<file path="src/hw/rtl/dcl_pkg.sv">
// Shared constants, request codes and payload types for the direct-mapped cache lookup.
package dcl_pkg;

    // Field widths of the request and response beats.
    localparam int ADDR_BITS = 16;
    localparam int WORD_BITS = 32;

    // Default geometry; each value must be a power of two.
    localparam int DEF_NUM_LINES      = 64;
    localparam int DEF_WORDS_PER_LINE = 4;
    localparam int DEF_LINE_BYTES     = 16;

    // Request codes; the fourth code is ignored.
    typedef enum logic [1:0] {
        REQ_READ  = 2'd0,
        REQ_WRITE = 2'd1,
        REQ_FILL  = 2'd2
    } t_req_kind;

    typedef struct packed {
        logic [1:0]           req_type;
        logic [ADDR_BITS-1:0] address;
        logic [WORD_BITS-1:0] write_data;
    } t_req;

    typedef struct packed {
        logic                 hit;
        logic [WORD_BITS-1:0] read_data;
        logic                 write_through;
    } t_rsp;

    // Controller to datapath commands.
    typedef struct packed {
        logic clear;   // write zero to the next word during the clearing pass
        logic load;    // capture request and start array reads
        logic commit;  // update arrays and load the response register
    } t_dp_cmd;

    // Datapath to controller status.
    typedef struct packed {
        logic clear_last;  // clearing pass is at its last word
    } t_dp_sts;

endpackage

</file>
<file path="src/hw/rtl/dcl_ctrl.sv">
// Controller state machine: clearing pass, request sequencing and response valid.
module dcl_ctrl
    import dcl_pkg::*;
(
    input  logic    i_clk,
    input  logic    i_rst_n,
    input  logic    i_in_valid,
    output logic    o_in_ready,
    output logic    o_out_valid,
    input  logic    i_out_ready,
    output t_dp_cmd o_cmd,
    input  t_dp_sts i_sts
);

    typedef enum logic [1:0] {
        S_CLEAR,
        S_IDLE,
        S_READ,
        S_COMMIT
    } t_state;

    t_state r_state;
    t_state n_state;
    logic   r_out_valid;
    logic   n_out_valid;
    logic   w_commit;
    logic   w_accept;

    // Commit once the response register is free or being drained.
    assign w_commit = (r_state == S_COMMIT) && (!r_out_valid || i_out_ready);
    assign w_accept = (r_state == S_IDLE) && i_in_valid;

    assign o_in_ready   = (r_state == S_IDLE);
    assign o_out_valid  = r_out_valid;
    assign o_cmd.clear  = (r_state == S_CLEAR);
    assign o_cmd.load   = w_accept;
    assign o_cmd.commit = w_commit;

    // Next state and response valid
    always_comb begin
        n_state     = r_state;
        n_out_valid = r_out_valid;
        if (r_out_valid && i_out_ready) begin
            n_out_valid = 1'b0;
        end
        case (r_state)
            S_CLEAR: begin
                if (i_sts.clear_last) begin
                    n_state = S_IDLE;
                end
            end
            S_IDLE: begin
                if (w_accept) begin
                    n_state = S_READ;
                end
            end
            S_READ: begin
                n_state = S_COMMIT;
            end
            S_COMMIT: begin
                if (w_commit) begin
                    n_state     = S_IDLE;
                    n_out_valid = 1'b1;
                end
            end
            default: begin
                n_state = S_CLEAR;
            end
        endcase
    end

    always_ff @(posedge i_clk) begin
        if (!i_rst_n) begin
            r_state     <= S_CLEAR;
            r_out_valid <= 1'b0;
        end else begin
            r_state     <= n_state;
            r_out_valid <= n_out_valid;
        end
    end

endmodule

</file>
<file path="config.mk">
export PLATFORM = sky130hd
export DESIGN_NAME = dcl_ctrl
export DESIGN_NICKNAME = d
export VERILOG_FILES = /design/src/hw/rtl/dcl_pkg.sv /design/src/hw/rtl/dcl_ctrl.sv
export SDC_FILE = /design/constraint.sdc
export NUM_CORES = 1
export LEC_CHECK = 0
export ABC_AREA = 1
export BUFFER_PORTS_ARGS = -buffer_cell sky130_fd_sc_hd__buf_2
export CAP_MARGIN = 20
export CORE_AREA = 10 10 47 49
export DETAILED_ROUTE_END_ITERATION = 10
export DIE_AREA = 0 0 57 59
export GPL_TIMING_DRIVEN = 0
export RECOVER_POWER = 50
export SYNTH_ARGS = -nofsm -noshare
export SYNTH_HDL_FRONTEND = slang
export SYNTH_SLANG_ARGS = --single-unit
export TNS_END_PERCENT = 100
</file>
<file path="constraint.sdc">
create_clock -name i_clk -period 1.25 [get_ports i_clk]
set_clock_uncertainty 0.05 [all_clocks]
set_input_delay 0 -clock i_clk [delete_from_list [all_inputs] [get_ports i_clk]]
set_output_delay 0 -clock i_clk [all_outputs]
set_load 0.02 [all_outputs]
</file>
==> results of run 1 <==
## timing repair
item                                    CTS  global route
hold buffers                              1             0
resized for setup                         8             7
endpoints found under the setup margin    3             3
hold endpoints to repair                  3             0
pin swaps                                 1             2
## power by group through the flow
stage | Clock (W) | Sequential [W] | Combinational [W]
2_1_floorplan | 0 | 0.000175 | 0.000317
3_3_place_gp | 0 | 0.000177 | 0.000407
3_5_place_dp | 0 | 0.000177 | 0.000411
4_1_cts | 0.000178 | 0.000191 | 0.000429
5_1_grt | 0.000187 | 0.000233 | 0.000523
6_report | 0.000168 | 0.000222 | 0.000460
## state kept, by name (all words and copies together) (netlist names)
name,count
r_state,2
o_out_valid,1
## placed cells by master (no fill, tap or decap), types with 2 or more instances in the layout
cell      netlist  routed
nor2_1          5       5
buf_2           0       7
dfxtp_4         0       2
nand2_1         4       4
nand2_2         3       3
clkbuf_4        0       3
ha_1            5       2
nand4_1         2       2
inv_1           9       8
buf_4           2       3
ha_4            0       2
## layout make-up
cell class | instances | share of cell area, %
Inverter | 9 | 8.81
Sequential cell | 3 | 16.4
Timing Repair Buffer | 10 | 15.5
Tap cell | 16 | 4.86
Clock buffer | 4 | 6.38
Buffer | 2 | 3.65
Multi-Input combinational cell | 23 | 44.4
## worst max-delay path: stages (launching register included)
cell and delay [ps]:
dfxtp_4 370, inv_4 50, ha_4 160, nand2_1 50, inv_1 40, buf_4 120
buf_6 120
## metrics by stage
stage               util, %  hold slack [ps]  instance area (um2)
finish                 29.4              149                  412
global route           29.4              167                  412
CTS                    26.9              123                  377
detailed placement     23.2              202                  325
global placement       23.2              192                  325
floorplan                 -             67.5                  260
## kinds of logic (layout without fill, tap and decap cells)
logic type | count (synthesis) | after routing | share of synthesized area [%]
compound gates | 2 | 2 | 4.81
flops | 3 | 3 | 23.1
buf+inv | 11 | 25 | 18.7
fa+ha+maj | 5 | 5 | 24.0
simple gates | 16 | 16 | 29.3
## routing by layer
| layer | GRT usage [%] | vias up | part of all wire (%) |
|---|---|---|---|
| li1 | - | 136 | - |
| met1 | 3.10 | 105 | 41 |
| met2 | 5.89 | 4 | 51 |
| met3 | 4.29 | 0 | 8.1 |
| met4 | 1.01 | 0 | 0 |
| met5 | 0 | - | 0 |
## worst max path at each step
stage / from / endpoint / depth (start not counted)
floorplan: r_state[0] / r_state[0] / 7
global placement: r_state[0] / r_state[0] / 7
detailed placement: r_state[0] / r_state[0] / 7
CTS: r_state[1] / o_cmd[1] / 6
global route: r_state[0] / o_cmd[0] / 5
finish: r_state[1] / o_cmd[1] / 6
==> metrics.log, run 1 <==
INFO  metric worstSkewPairLatency = 230 ps
INFO  metric share_of_post_route_cells_with_drive_strength_above_1 = 49.0%
INFO  metric power = 0.000850 W
INFO  metric synth_seq_cells = 3
INFO  metric power.net_switching = 0.000374 W
INFO  metric io_buffer_count = 9
INFO  metric ctsLongestPathBuffers = 2
INFO  metric row_count = 14
INFO  metric post_dp_hpwl = 463 um
INFO  metric place_ws = -1.79 ps
INFO  metric detail_route.iter0.violations = 2
INFO  metric min_path_cells = 5
INFO  metric die_width = 57 um
INFO  metric maxSlewHeadroom = 91.1%
INFO  metric hold_path_startpoint = i_out_ready
INFO  metric crit-reg2reg-launch = r_state[0]
INFO  metric tritoncts = yes
INFO  metric postSynth.asyncResetShare = 0%
INFO  metric instances_no_fill = 67
INFO  metric report.final.slew_viol_count = 0
INFO  metric synth_seq_area_share = 23.1%
INFO  metric final_min_period_over_clock_period = 95.2%
INFO  metric route.antenna.remaining_nets = 0
INFO  metric cp_data_required_time = 1200 ps
INFO  metric syn-mean-instance-area = 7.03 um2
INFO  metric yosys-top-cells-count = 9 x inv_1, 5 x ha_1, 5 x nor2_1, 4 x nand2_1
INFO  metric multi_input_area = 183 um2
INFO  metric finalSetupTns = 0 ps
INFO  metric gate_count_of_the_mapped_netlist = 37
INFO  metric area_delta_synth_final = 58.2%
INFO  metric final_period_minus_worst_setup_slack = 1190 ps
INFO  metric synth.top_cell.area_share = 24.0%
INFO  metric cts_root_buf = clkbuf_4
INFO  metric report.final.setup_viol = 0
INFO  metric grt_first_pass_wirelength = 959 um
INFO  metric critPathCaptureType = primary output
INFO  metric cts-buffers-inserted = 3
INFO  metric dpl.cell_count = 62
INFO  metric clock_sinks = 3
INFO  metric cp-start-kind = register
INFO  metric grt_antenna_before_repair = 0
INFO  metric seq_area = 67.6 um2
INFO  metric fp.coreArea = 0.00140 mm2
INFO  metric power_frac_clock = 19.8%
INFO  metric dieHeight = 59 um
INFO  metric top_level_ports = 10
INFO  metric first_global_vias = 226
INFO  metric cts.htree.levels = 1
INFO  metric num_vias = 245
INFO  metric status = finished, final reports clean
INFO  metric worst_ir_drop_vdd = 0.000782 V
INFO  metric hold_path.class = in -> reg
INFO  metric grt_setup_unrepaired = yes
INFO  metric num_antenna_cells = 0
INFO  metric viasPerCell = 3.66
INFO  metric ff2ff_path_depth = 7
INFO  metric synth_top_cell_by_area = ha_1
INFO  metric most_area_consuming_cells_after_synthesis = ha_1 24%, dfxtp_1 23%, inv_1 13%
INFO  metric clkSlewWorstSetupHoldPaths = 40 ps
INFO  metric sequentialPowerShare = 26.1%
INFO  metric worst_ep_arrival_time = 1140 ps
INFO  metric powerDensity = 2060 mW/mm2
INFO  metric post-route-worst-setup-slack = 59.7 ps
INFO  metric worst-r2r-setup-slack = 100 ps
INFO  metric swShare = 44.1%
INFO  metric critical_path.max_fanout = 4
INFO  metric fillCellCount = 164
INFO  metric post_detailed_route_wirelength_per_cell = 8.30 um
INFO  metric ys.flop_type = dfxtp_1
INFO  metric max_cap_viol_count = 0
INFO  metric rr_endpoint = r_state[1]
INFO  metric drt_drc_violations_left = 0
INFO  metric worst-setup-path-type = reg -> out
INFO  metric finalHoldViolCount = 0
INFO  metric syn-num-nets = 47
INFO  metric cts_setup_buffers = 0
INFO  metric netlist-cell-type-count = 12
INFO  metric tightestPinTransition = 133 ps
INFO  metric synth_most_common_cell = inv_1
INFO  metric internal_power = 0.000475 W
INFO  metric power_frac_comb = 54.1%
INFO  metric grt_remaining_overflow = 0
INFO  metric detailedRoute.firstPassIterationCount = 4
INFO  metric synth.cell_area = 260 um2
INFO  metric power.leakage = 0.223 nW
INFO  metric gp_routability_congestion = 0.664
INFO  metric final_net_count = 62
INFO  metric die_area = 0.00336 mm2
INFO  metric end_of_the_worst_hold_path = o_out_valid
INFO  metric yosysWarningCount = 0
INFO  metric pin_count_of_the_biggest_net_entering_global_routing = 7
INFO  metric fmax = 840 MHz
INFO  metric groute.usage.overall = 3.76%
INFO  metric finalWirelength = 556 um
INFO  metric count_of_flip_flops_with_a_built_in_enable_after_synthesis = 0
INFO  metric floorplan.initialDensity = 18.6%
(Power assumes the default switching activity.)
==> run 2, diff against run 1 <==
--- a/config.mk
+++ b/config.mk
@@ -8,11 +8,15 @@
 export ABC_AREA = 1
 export BUFFER_PORTS_ARGS = -buffer_cell sky130_fd_sc_hd__buf_2
 export CAP_MARGIN = 20
+export CELL_PAD_IN_SITES_DETAIL_PLACEMENT = 2
+export CELL_PAD_IN_SITES_GLOBAL_PLACEMENT = 2
 export CORE_AREA = 10 10 47 49
 export DETAILED_ROUTE_END_ITERATION = 10
 export DIE_AREA = 0 0 57 59
 export GPL_TIMING_DRIVEN = 0
+export PLACE_DENSITY_LB_ADDON = 0.1
 export RECOVER_POWER = 50
+export REMOVE_ABC_BUFFERS = 1
 export SYNTH_ARGS = -nofsm -noshare
 export SYNTH_HDL_FRONTEND = slang
 export SYNTH_SLANG_ARGS = --single-unit
==> metrics.log, run 2 (same netlist as run 1, synthesis figures left out) <==
INFO  metric status = finished, final reports clean
INFO  metric cp_data_required_time = 1200 ps
INFO  metric power_frac_clock = 21.7%
INFO  metric critical_path.max_fanout = 6
INFO  metric tightestPinTransition = 258 ps
INFO  metric swShare = 45.4%
INFO  metric die_area = 0.00336 mm2
INFO  metric power = 0.000794 W
INFO  metric io_buffer_count = 9
INFO  metric detail_route.iter0.violations = 2
INFO  metric first_global_vias = 284
INFO  metric grt_setup_unrepaired = yes
INFO  metric rr_endpoint = r_state[0]
INFO  metric fp.coreArea = 0.00140 mm2
INFO  metric num_vias = 250
INFO  metric pin_count_of_the_biggest_net_entering_global_routing = 7
INFO  metric fin_hold_ws = 141 ps
INFO  metric report.final.setup_viol = 0
INFO  metric worst-setup-path-type = reg -> out
INFO  metric place_area = 310 um2
INFO  metric tritoncts = yes
INFO  metric internal_power = 0.000433 W
INFO  metric cts_setup_buffers = 0
INFO  metric hold_path.class = in -> reg
INFO  metric route.antenna.remaining_nets = 0
INFO  metric postLayoutCellArea = 365 um2
INFO  metric maxSlewHeadroom = 82.9%
INFO  metric finalWirelength = 688 um
INFO  metric detailedRoute.firstPassIterationCount = 3
INFO  metric report.final.slew_viol_count = 0
INFO  metric cts-buffers-inserted = 3
INFO  metric cp-start-kind = register
INFO  metric powerDensity = 2170 mW/mm2
INFO  metric largest-register = r_state
INFO  metric ff2ff_path_depth = 6
INFO  metric sequentialPowerShare = 24.5%
INFO  metric top_level_ports = 10
INFO  metric final_min_period_over_clock_period = 93.9%
INFO  metric post_dp_hpwl = 592 um
INFO  metric gp_routability_congestion = 0.753
INFO  metric cts_root_buf = clkbuf_4
INFO  metric final_period_minus_worst_setup_slack = 1170 ps
INFO  metric area_delta_synth_final = 40.4%
INFO  metric power.net_switching = 0.000360 W
INFO  metric clkSlewWorstSetupHoldPaths = 40 ps
INFO  metric ctsLongestPathBuffers = 2
INFO  metric grt_antenna_before_repair = 0
INFO  metric worstSkewPairLatency = 240 ps
INFO  metric fmax = 852 MHz
INFO  metric final_net_count = 60
INFO  metric finalSetupTns = 0 ps
INFO  metric row_count = 14
INFO  metric end_of_the_worst_hold_path = o_out_valid
INFO  metric die_width = 57 um
INFO  metric hold_path_startpoint = i_out_ready
INFO  metric crit-reg2reg-launch = r_state[0]
INFO  metric critPathCaptureType = primary output
INFO  metric worst_ep_arrival_time = 1120 ps
INFO  metric worst_ir_drop_vdd = 0.000703 V
INFO  metric num_antenna_cells = 0
INFO  metric largest_register_ffs = 2
INFO  metric finalHoldViolCount = 0
INFO  metric min_path_cells = 5
INFO  metric power.leakage = 0.203 nW
INFO  metric post_detailed_route_wirelength_per_cell = 10.6 um
INFO  metric groute.usage.overall = 4.54%
INFO  metric floorplan.initialDensity = 18.6%
INFO  metric grt_first_pass_wirelength = 1210 um
INFO  metric dieHeight = 59 um
INFO  metric grt_remaining_overflow = 0
INFO  metric clock_sinks = 3
INFO  metric drt_drc_violations_left = 0
INFO  metric power_frac_comb = 53.8%
INFO  metric viasPerCell = 3.85
INFO  metric layout_common_cells = 7 x inv_1, 7 x buf_2, 5 x nor2_1
INFO  metric share_of_post_route_cells_with_drive_strength_above_1 = 44.9%
INFO  metric max_cap_viol_count = 0
INFO  metric cts.htree.levels = 1
INFO  metric worst-r2r-setup-slack = 120 ps
-- run 2: cell types whose count changed in the layout (fill, tap and decap cells not counted), moves of 2 or more --
cell,previous run,this run
inv_2,0,2
ha_4,2,0
buf_4,3,1
ha_2,1,3
-- run 2: worst max path at each step --
stage	slack, ps	endpoint	startpoint
finish	80	o_cmd[0]	r_state[0]
CTS	20	o_cmd[0]	r_state[0]
global route	-20	o_cmd[0]	r_state[0]
global placement	-6	r_state[0]	r_state[0]
floorplan	7	r_state[0]	r_state[0]
detailed placement	-50	r_state[0]	r_state[0]
-- run 2: routing by layer --
layer | GRT usage, % | share of wire [%] | routed length, um
met3 | 3.65 | 8.6 | 59
met2 | 6.98 | 49 | 340
met1 | 4.74 | 42 | 288
met4 | 1.01 | 0 | 0
met5 | 0 | 0 | 0
-- run 2: stage by stage --
stage               setup slack (ps)  util [%]  std cells
floorplan                       7.19         -         35
global placement               -6.44      22.1         60
detailed placement             -47.5      22.1         60
CTS                             16.3      24.9         65
global route                   -21.6      26.1         65
finish                          75.8      26.1         65
-- run 2: power by group through the flow --
stage          clock network (W)  logic [W]  registers [W]
2_1_floorplan                  0   0.000295       0.000175
3_3_place_gp                   0   0.000394       0.000181
3_5_place_dp                   0   0.000411       0.000182
4_1_cts                 0.000180   0.000415       0.000187
5_1_grt                 0.000194   0.000503       0.000206
6_report                0.000172   0.000427       0.000195
-- run 2: area by class of cell --
type / instances / area [um2]
Fill cell: 172 / 1040
Timing Repair Buffer: 10 / 56.3
Multi-Input combinational cell: 23 / 164
Inverter: 9 / 33.8
Tap cell: 16 / 20.0
Sequential cell: 3 / 65.1
Clock buffer: 4 / 26.3
-- run 2: timing repair --
item,CTS,global route
hold endpoints to repair,3,0
gates resized for setup,2,8
pin swaps,0,0
hold buffers,1,0
setup endpoints to repair,3,4
-- run 2: worst max-delay path, cell delays in order (launching register included) --
cell and delay [ps]:
dfxtp_4 370, ha_2 190, inv_1 40, a21oi_1 120
buf_4 170
==> run 3, diff against run 2 <==
--- a/config.mk
+++ b/config.mk
@@ -6,13 +6,14 @@
 export NUM_CORES = 1
 export LEC_CHECK = 0
 export ABC_AREA = 1
-export BUFFER_PORTS_ARGS = -buffer_cell sky130_fd_sc_hd__buf_2
 export CAP_MARGIN = 20
 export CELL_PAD_IN_SITES_DETAIL_PLACEMENT = 2
 export CELL_PAD_IN_SITES_GLOBAL_PLACEMENT = 2
 export CORE_AREA = 10 10 47 49
+export CTS_CLUSTER_SIZE = 20
 export DETAILED_ROUTE_END_ITERATION = 10
 export DIE_AREA = 0 0 57 59
+export DONT_BUFFER_PORTS = 1
 export GPL_TIMING_DRIVEN = 0
 export PLACE_DENSITY_LB_ADDON = 0.1
 export RECOVER_POWER = 50
==> metrics.log, run 3 (same netlist as run 1, synthesis figures left out) <==
INFO  metric postLayoutCellArea = 360 um2
INFO  metric final_period_minus_worst_setup_slack = 1150 ps
INFO  metric rr_endpoint = r_state[0]
INFO  metric num_vias = 230
INFO  metric floorplan.initialDensity = 18.6%
INFO  metric row_count = 14
INFO  metric largest_register_ffs = 2
INFO  metric largest-register = r_state
INFO  metric worst-r2r-setup-slack = 100 ps
INFO  metric clkSlewWorstSetupHoldPaths = 40 ps
INFO  metric clock_sinks = 3
INFO  metric critPathCaptureType = register
INFO  metric cp_data_required_time = 1360 ps
INFO  metric post_dp_hpwl = 569 um
INFO  metric io_buffer_count = 0
INFO  metric final_min_period_over_clock_period = 92.3%
INFO  metric grt_setup_unrepaired = no
INFO  metric sequentialPowerShare = 25.7%
INFO  metric hold_path_startpoint = i_in_valid
INFO  metric fmax = 867 MHz
INFO  metric maxSlewHeadroom = 73.2%
INFO  metric layout.cells.most_common = inv_1
INFO  metric num_antenna_cells = 0
INFO  metric worst-setup-path-type = reg -> reg
INFO  metric gp_routability_congestion = 0.697
INFO  metric report.final.slew_viol_count = 0
INFO  metric place_area = 265 um2
INFO  metric critical_path_top_delay_cell = dfxtp_2
INFO  metric cts-buffers-inserted = 3
INFO  metric finalSetupTns = 0 ps
INFO  metric viasPerCell = 4.11
INFO  metric ctsLongestPathBuffers = 2
INFO  metric post-route-worst-setup-slack = 95.9 ps
INFO  metric status = finished, final reports clean
INFO  metric pin_count_of_the_biggest_net_entering_global_routing = 7
INFO  metric dieHeight = 59 um
INFO  metric critical_path.max_fanout = 4
INFO  metric worst_ir_drop_vdd = 0.000549 V
INFO  metric grt_first_pass_wirelength = 1210 um
INFO  metric drt_drc_violations_left = 0
INFO  metric max_cap_viol_count = 0
INFO  metric die_width = 57 um
INFO  metric power.leakage = 0.178 nW
INFO  metric cts_root_buf = clkbuf_4
INFO  metric detailedRoute.firstPassIterationCount = 2
INFO  metric critical_path.n_buffers_inverters = 1
INFO  metric fp.coreArea = 0.00140 mm2
INFO  metric groute.usage.overall = 4.49%
INFO  metric internal_power = 0.000456 W
INFO  metric grt_antenna_before_repair = 0
INFO  metric area_delta_synth_final = 38.5%
INFO  metric worstSkewPairLatency = 230 ps
INFO  metric layout_common_cells = 7 x inv_1, 5 x nor2_1, 4 x nand2_1
INFO  metric place_ws = -163 ps
INFO  metric finalHoldViolCount = 0
INFO  metric finalWirelength = 697 um
INFO  metric critical_path_cell_sequence = inv_2, ha_4, nand2_2, nand2_2, nor2_4, nor2_1, nor2_1
INFO  metric power.net_switching = 0.000392 W
INFO  metric cp_top_family = simple AND/OR/NAND/NOR gates
INFO  metric cp-start-kind = register
INFO  metric report.final.setup_viol = 0
INFO  metric worst_ep_arrival_time = 1260 ps
INFO  metric ff2ff_path_depth = 7
INFO  metric first_global_vias = 254
INFO  metric route.antenna.remaining_nets = 0
INFO  metric powerDensity = 2350 mW/mm2
INFO  metric worst_path_largest_cell_delay = 360 ps
INFO  metric power_frac_comb = 54.8%
INFO  metric post_detailed_route_wirelength_per_cell = 12.4 um
INFO  metric tritoncts = yes
INFO  metric tightestPinTransition = 401 ps
INFO  metric hold_path.class = in -> reg
INFO  metric cts.htree.levels = 1
INFO  metric share_of_post_route_cells_with_drive_strength_above_1 = 40.0%
INFO  metric top_level_ports = 10
INFO  metric power = 0.000848 W
INFO  metric end_of_the_worst_hold_path = r_state[0]
INFO  metric grt_remaining_overflow = 0
INFO  metric power_frac_clock = 19.5%
INFO  metric swShare = 46.2%
INFO  metric crit-reg2reg-launch = r_state[1]
INFO  metric final_net_count = 51
INFO  metric die_area = 0.00336 mm2
INFO  metric detail_route.iter0.violations = 1
INFO  metric min_path_cells = 5
## run 3: timing repair
item,in CTS,in global routing
pin swaps,0,1
gates resized for setup,8,7
endpoints found under the hold margin,3,0
buffers inserted,0,0
hold buffers,1,0
setup endpoints to repair,4,3
## run 3: area by class of cell
cell class / count / area [um2]
clock buffer: 4 / 26.3
fill: 165 / 1040
inverter: 9 / 33.8
multi-input combinational: 23 / 205
sequential: 3 / 65.1
tap: 16 / 20.0
timing repair buffer: 1 / 10.0
## run 3: power by group through the flow
| stage | sequential (W) | clock, W | combinational, W |
|---|---|---|---|
| global route | 0.000224 | 0.000182 | 0.000520 |
| finish | 0.000218 | 0.000166 | 0.000465 |
| global placement | 0.000191 | 0 | 0.000344 |
| floorplan | 0.000175 | 0 | 0.000295 |
| detailed placement | 0.000192 | 0 | 0.000353 |
| CTS | 0.000207 | 0.000175 | 0.000438 |
## run 3: stage by stage
| stage | instances | util (%) | hold slack (ps) |
|---|---|---|---|
| global placement | 51 | 18.9 | 71.3 |
| CTS | 56 | 23.8 | 68.1 |
| detailed placement | 51 | 18.9 | 80.5 |
| finish | 56 | 25.7 | 78.1 |
| floorplan | 35 | - | 67.5 |
| global route | 56 | 25.7 | 96.2 |
## run 3: tightest hold or removal path: cells and delay by family
kind / cells / cell delay [ps]
AND/OR/NAND/NOR: 4 / 290
buffers and inverters: 1 / 30
## run 3: worst max path at each step
stage                     startpoint          to  cells past startpoint
after global routing      r_state[1]  r_state[1]                      7
after floorplan           r_state[0]  r_state[0]                      7
final                     r_state[1]  r_state[0]                      7
after CTS                 r_state[1]  r_state[0]                      7
after detailed placement  r_state[0]  r_state[0]                      7
after global placement    r_state[0]  r_state[0]                      7
## run 3: layer usage
layer | up-vias | global-route usage [%] | share of wire (%)
met2 | 5 | 7.29 | 53
li1 | 115 | - | -
met3 | 0 | 1.93 | 6.3
met5 | - | 0 | 0
met1 | 110 | 4.62 | 41
met4 | 0 | 3.02 | 0
